`config.mk`:
```
export PLATFORM = sky130hd
export DESIGN_NAME = page_replacement_fifo_lru
export DESIGN_NICKNAME = d
export VERILOG_FILES = /design/src/rtl/prf_pkg.sv /design/src/rtl/page_replacement_fifo_lru.sv
export SDC_FILE = /design/constraint.sdc
export NUM_CORES = 1
export LEC_CHECK = 0
export BUFFER_PORTS_ARGS = -buffer_cell sky130_fd_sc_hd__buf_4
export CORE_MARGIN = 8
export CORE_UTILIZATION = 62
export CTS_BUF_LIST = sky130_fd_sc_hd__clkbuf_8
export CTS_CLUSTER_DIAMETER = 100
export DETAILED_ROUTE_END_ITERATION = 16
export GPL_TIMING_DRIVEN = 1
export PLACE_DENSITY = 0.93
export RECOVER_POWER = 25
export SETUP_SLACK_MARGIN = 0.15
export SYNTH_ARGS = -nofsm -noshare
export SYNTH_HDL_FRONTEND = slang
export SYNTH_SLANG_ARGS = --single-unit
```
`constraint.sdc`:
```
create_clock -name clk -period 5.5 [get_ports clk]
set_clock_uncertainty 0.05 [all_clocks]
set_input_delay 0.55 -clock clk [delete_from_list [all_inputs] [get_ports clk]]
set_output_delay 0.55 -clock clk [all_outputs]
set_load 0.01 [all_outputs]
```
`src/rtl/prf_pkg.sv`:
```
// Shared constants for the FIFO/LRU page replacement block.
package prf_pkg;

	localparam int PAGE_IN_W  = 8;
	localparam int FRAMES_W   = 4;
	localparam int FAULT_W    = 16;
	localparam int CFG_ADDR_W = 3;
	localparam int REG_IDX_W  = 1;
	localparam int PDATA_W    = 32;

	localparam logic [FAULT_W-1:0] FAULT_MAX = {FAULT_W{1'b1}};

	localparam logic [REG_IDX_W-1:0] REG_POLICY_MODE   = 1'd0;
	localparam logic [REG_IDX_W-1:0] REG_FRAMES_IN_USE = 1'd1;

	localparam logic POLICY_FIFO = 1'b0;
	localparam logic POLICY_LRU  = 1'b1;

	localparam logic                POLICY_RESET = POLICY_LRU;
	localparam logic [FRAMES_W-1:0] FRAMES_RESET = 4'd3;

endpackage

```
`src/rtl/page_replacement_fifo_lru.sv`:
```
// Page replacement tracker with FIFO or LRU ordering and a saturating fault counter.
//
// Each beat on the input channel is one page reference, and each produces exactly one
// result beat with a hit flag and the fault count after that reference. A reference is
// held in an input register, then looked up and the resident list is updated, and the
// result lands in an output register. A new reference is taken every cycle unless the
// output register holds a result that the receiver is stalling. Frames beyond
// frames_in_use are not used; a value of 0 acts as 1 and values above FRAME_SLOTS act as
// FRAME_SLOTS. The list needs no clearing after reset, since only entries below the
// occupancy are looked at.
// Configuration (policy_mode at 0x0, frames_in_use at 0x4) should be written while idle.
module page_replacement_fifo_lru #(
	parameter int FRAME_SLOTS = 8,
	parameter int PAGE_BITS   = 8
) (
	input  logic                             clk,
	input  logic                             arst_n,

	input  logic                             psel,
	input  logic                             penable,
	input  logic                             pwrite,
	input  logic [prf_pkg::CFG_ADDR_W-1:0]   paddr,
	input  logic [prf_pkg::PDATA_W-1:0]      pwdata,
	output logic [prf_pkg::PDATA_W-1:0]      prdata,
	output logic                             pready,

	input  logic                             in_valid,
	output logic                             in_ready,
	input  logic [prf_pkg::PAGE_IN_W-1:0]    page_number,

	output logic                             out_valid,
	input  logic                             out_ready,
	output logic                             hit,
	output logic [prf_pkg::FAULT_W-1:0]      fault_count
);

	localparam int IDX_W = (FRAME_SLOTS > 1) ? $clog2(FRAME_SLOTS) : 1;
	localparam int OCC_W = $clog2(FRAME_SLOTS + 1);

	// Configuration registers.
	logic                           policy_q;
	logic [prf_pkg::FRAMES_W-1:0]   frames_q;
	logic [prf_pkg::REG_IDX_W-1:0]  reg_idx;
	logic                           cfg_wr;

	assign pready  = 1'b1;
	assign reg_idx = paddr[prf_pkg::CFG_ADDR_W-1:2];
	assign cfg_wr  = psel && penable && pwrite;

	always_ff @(posedge clk or negedge arst_n) begin
		if (!arst_n) begin
			policy_q <= prf_pkg::POLICY_RESET;
			frames_q <= prf_pkg::FRAMES_RESET;
		end else if (cfg_wr) begin
			unique case (reg_idx)
				prf_pkg::REG_POLICY_MODE:   policy_q <= pwdata[0];
				prf_pkg::REG_FRAMES_IN_USE: frames_q <= pwdata[prf_pkg::FRAMES_W-1:0];
				default: ;
			endcase
		end
	end

	always_comb begin
		prdata = '0;
		unique case (reg_idx)
			prf_pkg::REG_POLICY_MODE:   prdata[0] = policy_q;
			prf_pkg::REG_FRAMES_IN_USE: prdata[prf_pkg::FRAMES_W-1:0] = frames_q;
			default: prdata = '0;
		endcase
	end

	// Input register and handshake.
	logic                 valid_s1;
	logic [PAGE_BITS-1:0] page_s1;
	logic                 valid_s2;
	logic                 hit_s2;
	logic [prf_pkg::FAULT_W-1:0] fault_s2;
	logic                 advance;

	assign advance  = valid_s1 && (!valid_s2 || out_ready);
	assign in_ready = !valid_s1 || advance;

	always_ff @(posedge clk or negedge arst_n) begin
		if (!arst_n) begin
			valid_s1 <= 1'b0;
		end else if (in_ready) begin
			valid_s1 <= in_valid;
		end
	end

	always_ff @(posedge clk) begin
		if (in_valid && in_ready) begin
			page_s1 <= PAGE_BITS'(page_number);
		end
	end

	// Resident list state, index 0 holds the oldest page.
	logic [PAGE_BITS-1:0] pages_q [FRAME_SLOTS];
	logic [OCC_W-1:0]     occ_q;
	logic [prf_pkg::FAULT_W-1:0] faults_q;

	logic [OCC_W-1:0]     cap;
	logic [OCC_W-1:0]     drop;
	logic                 full;
	logic [FRAME_SLOTS-1:0] match;
	logic [IDX_W-1:0]     found;
	logic                 is_hit;
	logic [PAGE_BITS-1:0] pages_nxt [FRAME_SLOTS];
	logic [OCC_W-1:0]     occ_nxt;
	logic [prf_pkg::FAULT_W-1:0] faults_nxt;

	always_comb begin
		if (frames_q == '0) begin
			cap = OCC_W'(1);
		end else if (int'(frames_q) > FRAME_SLOTS) begin
			cap = OCC_W'(FRAME_SLOTS);
		end else begin
			cap = OCC_W'(frames_q);
		end
		full = (occ_q >= cap);
		// Entries to drop from the front on a miss; more than one only after the
		// frame count was lowered below the occupancy.
		drop = occ_q - cap + OCC_W'(1);
	end

	always_comb begin
		found = '0;
		for (int i = 0; i < FRAME_SLOTS; i++) begin
			match[i] = (i < int'(occ_q)) && (pages_q[i] == page_s1);
		end
		for (int i = FRAME_SLOTS - 1; i >= 0; i--) begin
			if (match[i]) begin
				found = IDX_W'(i);
			end
		end
		is_hit = |match;
	end

	always_comb begin
		for (int i = 0; i < FRAME_SLOTS; i++) begin
			pages_nxt[i] = pages_q[i];
			if (is_hit) begin
				// LRU closes the gap behind the hit page and puts it at the back.
				if (policy_q == prf_pkg::POLICY_LRU && i >= int'(found)) begin
					if (i + 1 < int'(occ_q)) begin
						if (i < FRAME_SLOTS - 1) begin
							pages_nxt[i] = pages_q[IDX_W'(i + 1)];
						end
					end else if (i + 1 == int'(occ_q)) begin
						pages_nxt[i] = page_s1;
					end
				end
			end else if (!full) begin
				if (i == int'(occ_q)) begin
					pages_nxt[i] = page_s1;
				end
			end else begin
				if (i < int'(cap) - 1) begin
					pages_nxt[i] = pages_q[IDX_W'(i + int'(drop))];
				end else if (i == int'(cap) - 1) begin
					pages_nxt[i] = page_s1;
				end
			end
		end

		occ_nxt    = occ_q;
		faults_nxt = faults_q;
		if (!is_hit) begin
			occ_nxt = full ? cap : occ_q + OCC_W'(1);
			if (faults_q != prf_pkg::FAULT_MAX) begin
				faults_nxt = faults_q + prf_pkg::FAULT_W'(1);
			end
		end
	end

	always_ff @(posedge clk or negedge arst_n) begin
		if (!arst_n) begin
			occ_q    <= '0;
			faults_q <= '0;
		end else if (advance) begin
			occ_q    <= occ_nxt;
			faults_q <= faults_nxt;
		end
	end

	always_ff @(posedge clk) begin
		if (advance) begin
			for (int i = 0; i < FRAME_SLOTS; i++) begin
				pages_q[i] <= pages_nxt[i];
			end
		end
	end

	// Result register.
	always_ff @(posedge clk or negedge arst_n) begin
		if (!arst_n) begin
			valid_s2 <= 1'b0;
		end else if (advance) begin
			valid_s2 <= 1'b1;
		end else if (out_ready) begin
			valid_s2 <= 1'b0;
		end
	end

	always_ff @(posedge clk) begin
		if (advance) begin
			hit_s2   <= is_hit;
			fault_s2 <= faults_nxt;
		end
	end

	assign out_valid   = valid_s2;
	assign hit         = hit_s2;
	assign fault_count = fault_s2;

endmodule

```
==> flow_summary.json <==
{
  "slew_violations": 28,
  "syn_avg_cell_area_sq_um": 9.752,
  "slowest_delay_ns": 0.52,
  "synthFlopType": "edfxtp_1",
  "final.setup.tns_ns": 0,
  "diodes": 0,
  "cts_tree": "yes",
  "hpwl_mm": 18.34,
  "num_vias": 7814,
  "die-area_sq_mm": 0.01915,
  "layout.nets": 1018,
  "grtUsageTotal_pct": 26.44,
  "via_per_inst": 6.813,
  "setup_violations": 0,
  "slew-limit-headroom_pct": -3.185,
  "ys_warn_count": 0,
  "dpl_cell_area_sq_mm": 0.009497,
  "crit_chain": "inv_1 -> o21a_1 -> inv_1 -> ha_1 -> ha_1 -> buf_4 -> ha_1 -> xnor2_2 -> buf_4 -> nand3_1 -> o21ai_0 -> a21oi_1 -> o311ai_0 -> o31ai_1 -> buf_4",
  "layout-drive-gt1-share_pct": 20.46,
  "hold_ws_ns": 0.2268,
  "synthArstFlopShare_pct": 23.28,
  "crit_slowest_cell": "dfrtp_1",
  "cts_buffers": 17,
  "area_delta_synth_final_pct": 6.226,
  "initial_core_util_pct": 63.64,
  "yosys.area.top_type_share_pct": 28.79,
  "tightest_slew_ns": 1.548,
  "period_share_pct": 80.52,
  "antenna_left": 0,
  "maxCapViolCount": 1,
  "wl_per_cell_microns": 22.95,
  "antenna_found_initial": 0,
  "gp_congestion": 0.9670,
  "synth-seq-cells": 116,
  "syn_inst": 952,
  "synth_area_sq_mm": 0.009284,
  "crit_type": "reg2reg",
  "rsz0062_at_grt": "no",
  "crit_arrival_ns": 4.61,
  "die_w_microns": 138.4,
  "ys_seq_area_share_pct": 36.11,
  "design_area_sq_mm": 0.009862,
  "overflow": 0,
  "drt-initial-drc-count": 1307,
  "achievable-frequency_ghz": 0.2258,
  "htree_levels": 4,
  "endpoint_kind": "flip-flop",
  "hp-class": "in2reg",
  "hold_violations": 0,
  "coreArea_sq_mm": 0.01459,
  "synth_area_leaders": "edfxtp_1 (29%), dfrtp_1 (6.5%), xnor2_1 (6.1%)",
  "wl_mm": 26.33,
  "io_pins": 102,
  "synth_edf_count": 89,
  "period_needed_ns": 4.429,
  "grt_pass1_wl_mm": 40.72,
  "drcViolationCount": 0,
  "grt_pass1_vias": 7489,
  "grt_start_max_net_pins": 61,
  "first_pass_iters": 8,
  "violations": "capacitance limit, slew limit",
  "status": "complete, but fails checks",
  "num_rows": 44,
  "synth.largest_area_cell": "edfxtp_1",
  "cts-root-buf": "clkbuf_8",
  "port_buffers": 42,
  "start_kind": "flip-flop",
  "crit_required_ns": 5.68,
  "cp_max_fo": 38,
  "synthDistinctLibCells": 63,
  "clk_latency_ns": 0.47,
  "clockBufferDepth": 2,
  "die_h_microns": 138.4,
  "fillCellCount": 1011,
  "clock_sinks": 116,
  "cts.clk_slew.worst_paths_ns": 0.08
}
## flip-flops by register name (all words and copies together) (netlist names)
name,cells
valid_s1,1
pages_q,64
policy_q,1
faults_q,16
fault_count,16
frames_q,4
out_valid,1
hit,1
occ_q,4
page_s1,8
## stage by stage
step	utilization [%]	instances	worst slack, ns
after floorplan	-	979	0.9684
after global placement	65.09	1114	1.286
after detailed placement	65.09	1114	1.215
after CTS	67.78	1147	1.183
after global routing	67.60	1147	0.7515
final	67.60	1147	1.071
## per-layer routing
metal	track usage [%]	vias to the layer above	wire length [microns]
li1	-	3478	-
met1	34.76	3631	9881
met2	39.85	600	11820
met3	7.500	105	3665
met4	11.44	0	955
met5	0	-	0
## worst paths after layout
check / end / slack (ns) / from / depth (start not counted)
setup / recovery: pages_q[1][5] / 1.07 / frames_q[3] / 15
hold / removal: valid_s1 / 0.23 / in_valid / 2
setup reg to reg: pages_q[1][5] / 1.07 / frames_q[3] / 15
hold reg to reg: out_valid / 0.46 / valid_s1 / 1
max in group asynchronous: frames_q[2] / 3.53 / arst_n / 2
min in group asynchronous: faults_q[0] / 0.96 / arst_n / 2
## cell usage after synthesis (4+ instances only)
master,number
a211o_1,6
a21o_1,4
a21oi_1,43
a31oi_1,10
and2_1,6
and3_1,5
buf_1,5
buf_2,14
buf_4,37
clkbuf_1,47
dfrtp_1,24
edfxtp_1,89
ha_1,18
inv_1,14
mux2_2,35
mux2i_1,39
mux4_2,19
nand2_1,101
nand2b_1,9
nand3_1,17
nand4_1,19
nor2_1,77
nor2b_1,5
nor3_1,12
nor4_1,7
o211ai_1,42
o21a_1,7
o21ai_0,44
o21ai_2,4
o221a_2,38
o22ai_1,11
o32a_1,5
xnor2_1,65
xor2_1,24
## what timing repair did
item	in CTS	in global routing
hold buffers	1	0
buffers inserted	0	0
endpoints found under the hold margin	24	0
resized for setup	0	0
## cell type report
class	instances	area, sq um	area share (%)
clock buffers	19	261.5	2.652
clock inverters	13	120.1	1.218
inverters	16	67.56	0.6851
multi-input cells	740	5411	54.87
flip-flops and latches	116	3352	33.99
well taps	184	230.2	2.334
repair buffers	59	419.2	4.250
## cells by family (layout without fill, tap and decap cells)
| kind of cell | after synthesis | after routing | synth area share [%] |
|---|---|---|---|
| AND/OR/NAND/NOR | 277 | 277 | 14.51 |
| AO/OA/AOI/OAI | 232 | 232 | 18.07 |
| buffers and inverters | 123 | 107 | 6.995 |
| flip-flops | 116 | 116 | 36.11 |
| multiplexers | 93 | 93 | 13.06 |
| XOR/XNOR | 91 | 91 | 8.747 |
| adder cells (fa/ha/maj) | 18 | 18 | 2.426 |
| other | 2 | 29 | 0.08089 |
## cell usage in the layout (no fill, tap or decap), drive strengths merged, types with 19 or more instances in the layout
cell type and n:
xor2 24, edfxtp 89, mux4 19, xnor2 67, a21oi 44, buf 42
clkbuf 35, o211ai 42, conb 29, dfrtp 24, mux2i 39, nand4 19
o21ai 48, mux2 35, nor2 79, o221a 38, inv 22, nand2 102
## critical path, delay by kind of cell (launching register included)
kind	cells	cell delay [ns]
and+or+nand+nor	1	0.20
AOI/OAI and AO/OA	5	1.11
xor gates and xnor gates	1	0.13
DFF	1	0.52
adders and majority gates	3	0.84
buffers and inverters	5	1.33
Power is left out: the tool's default activity adds up to more than one toggle a clock period on the data nets, which glitch-free logic cannot reach.
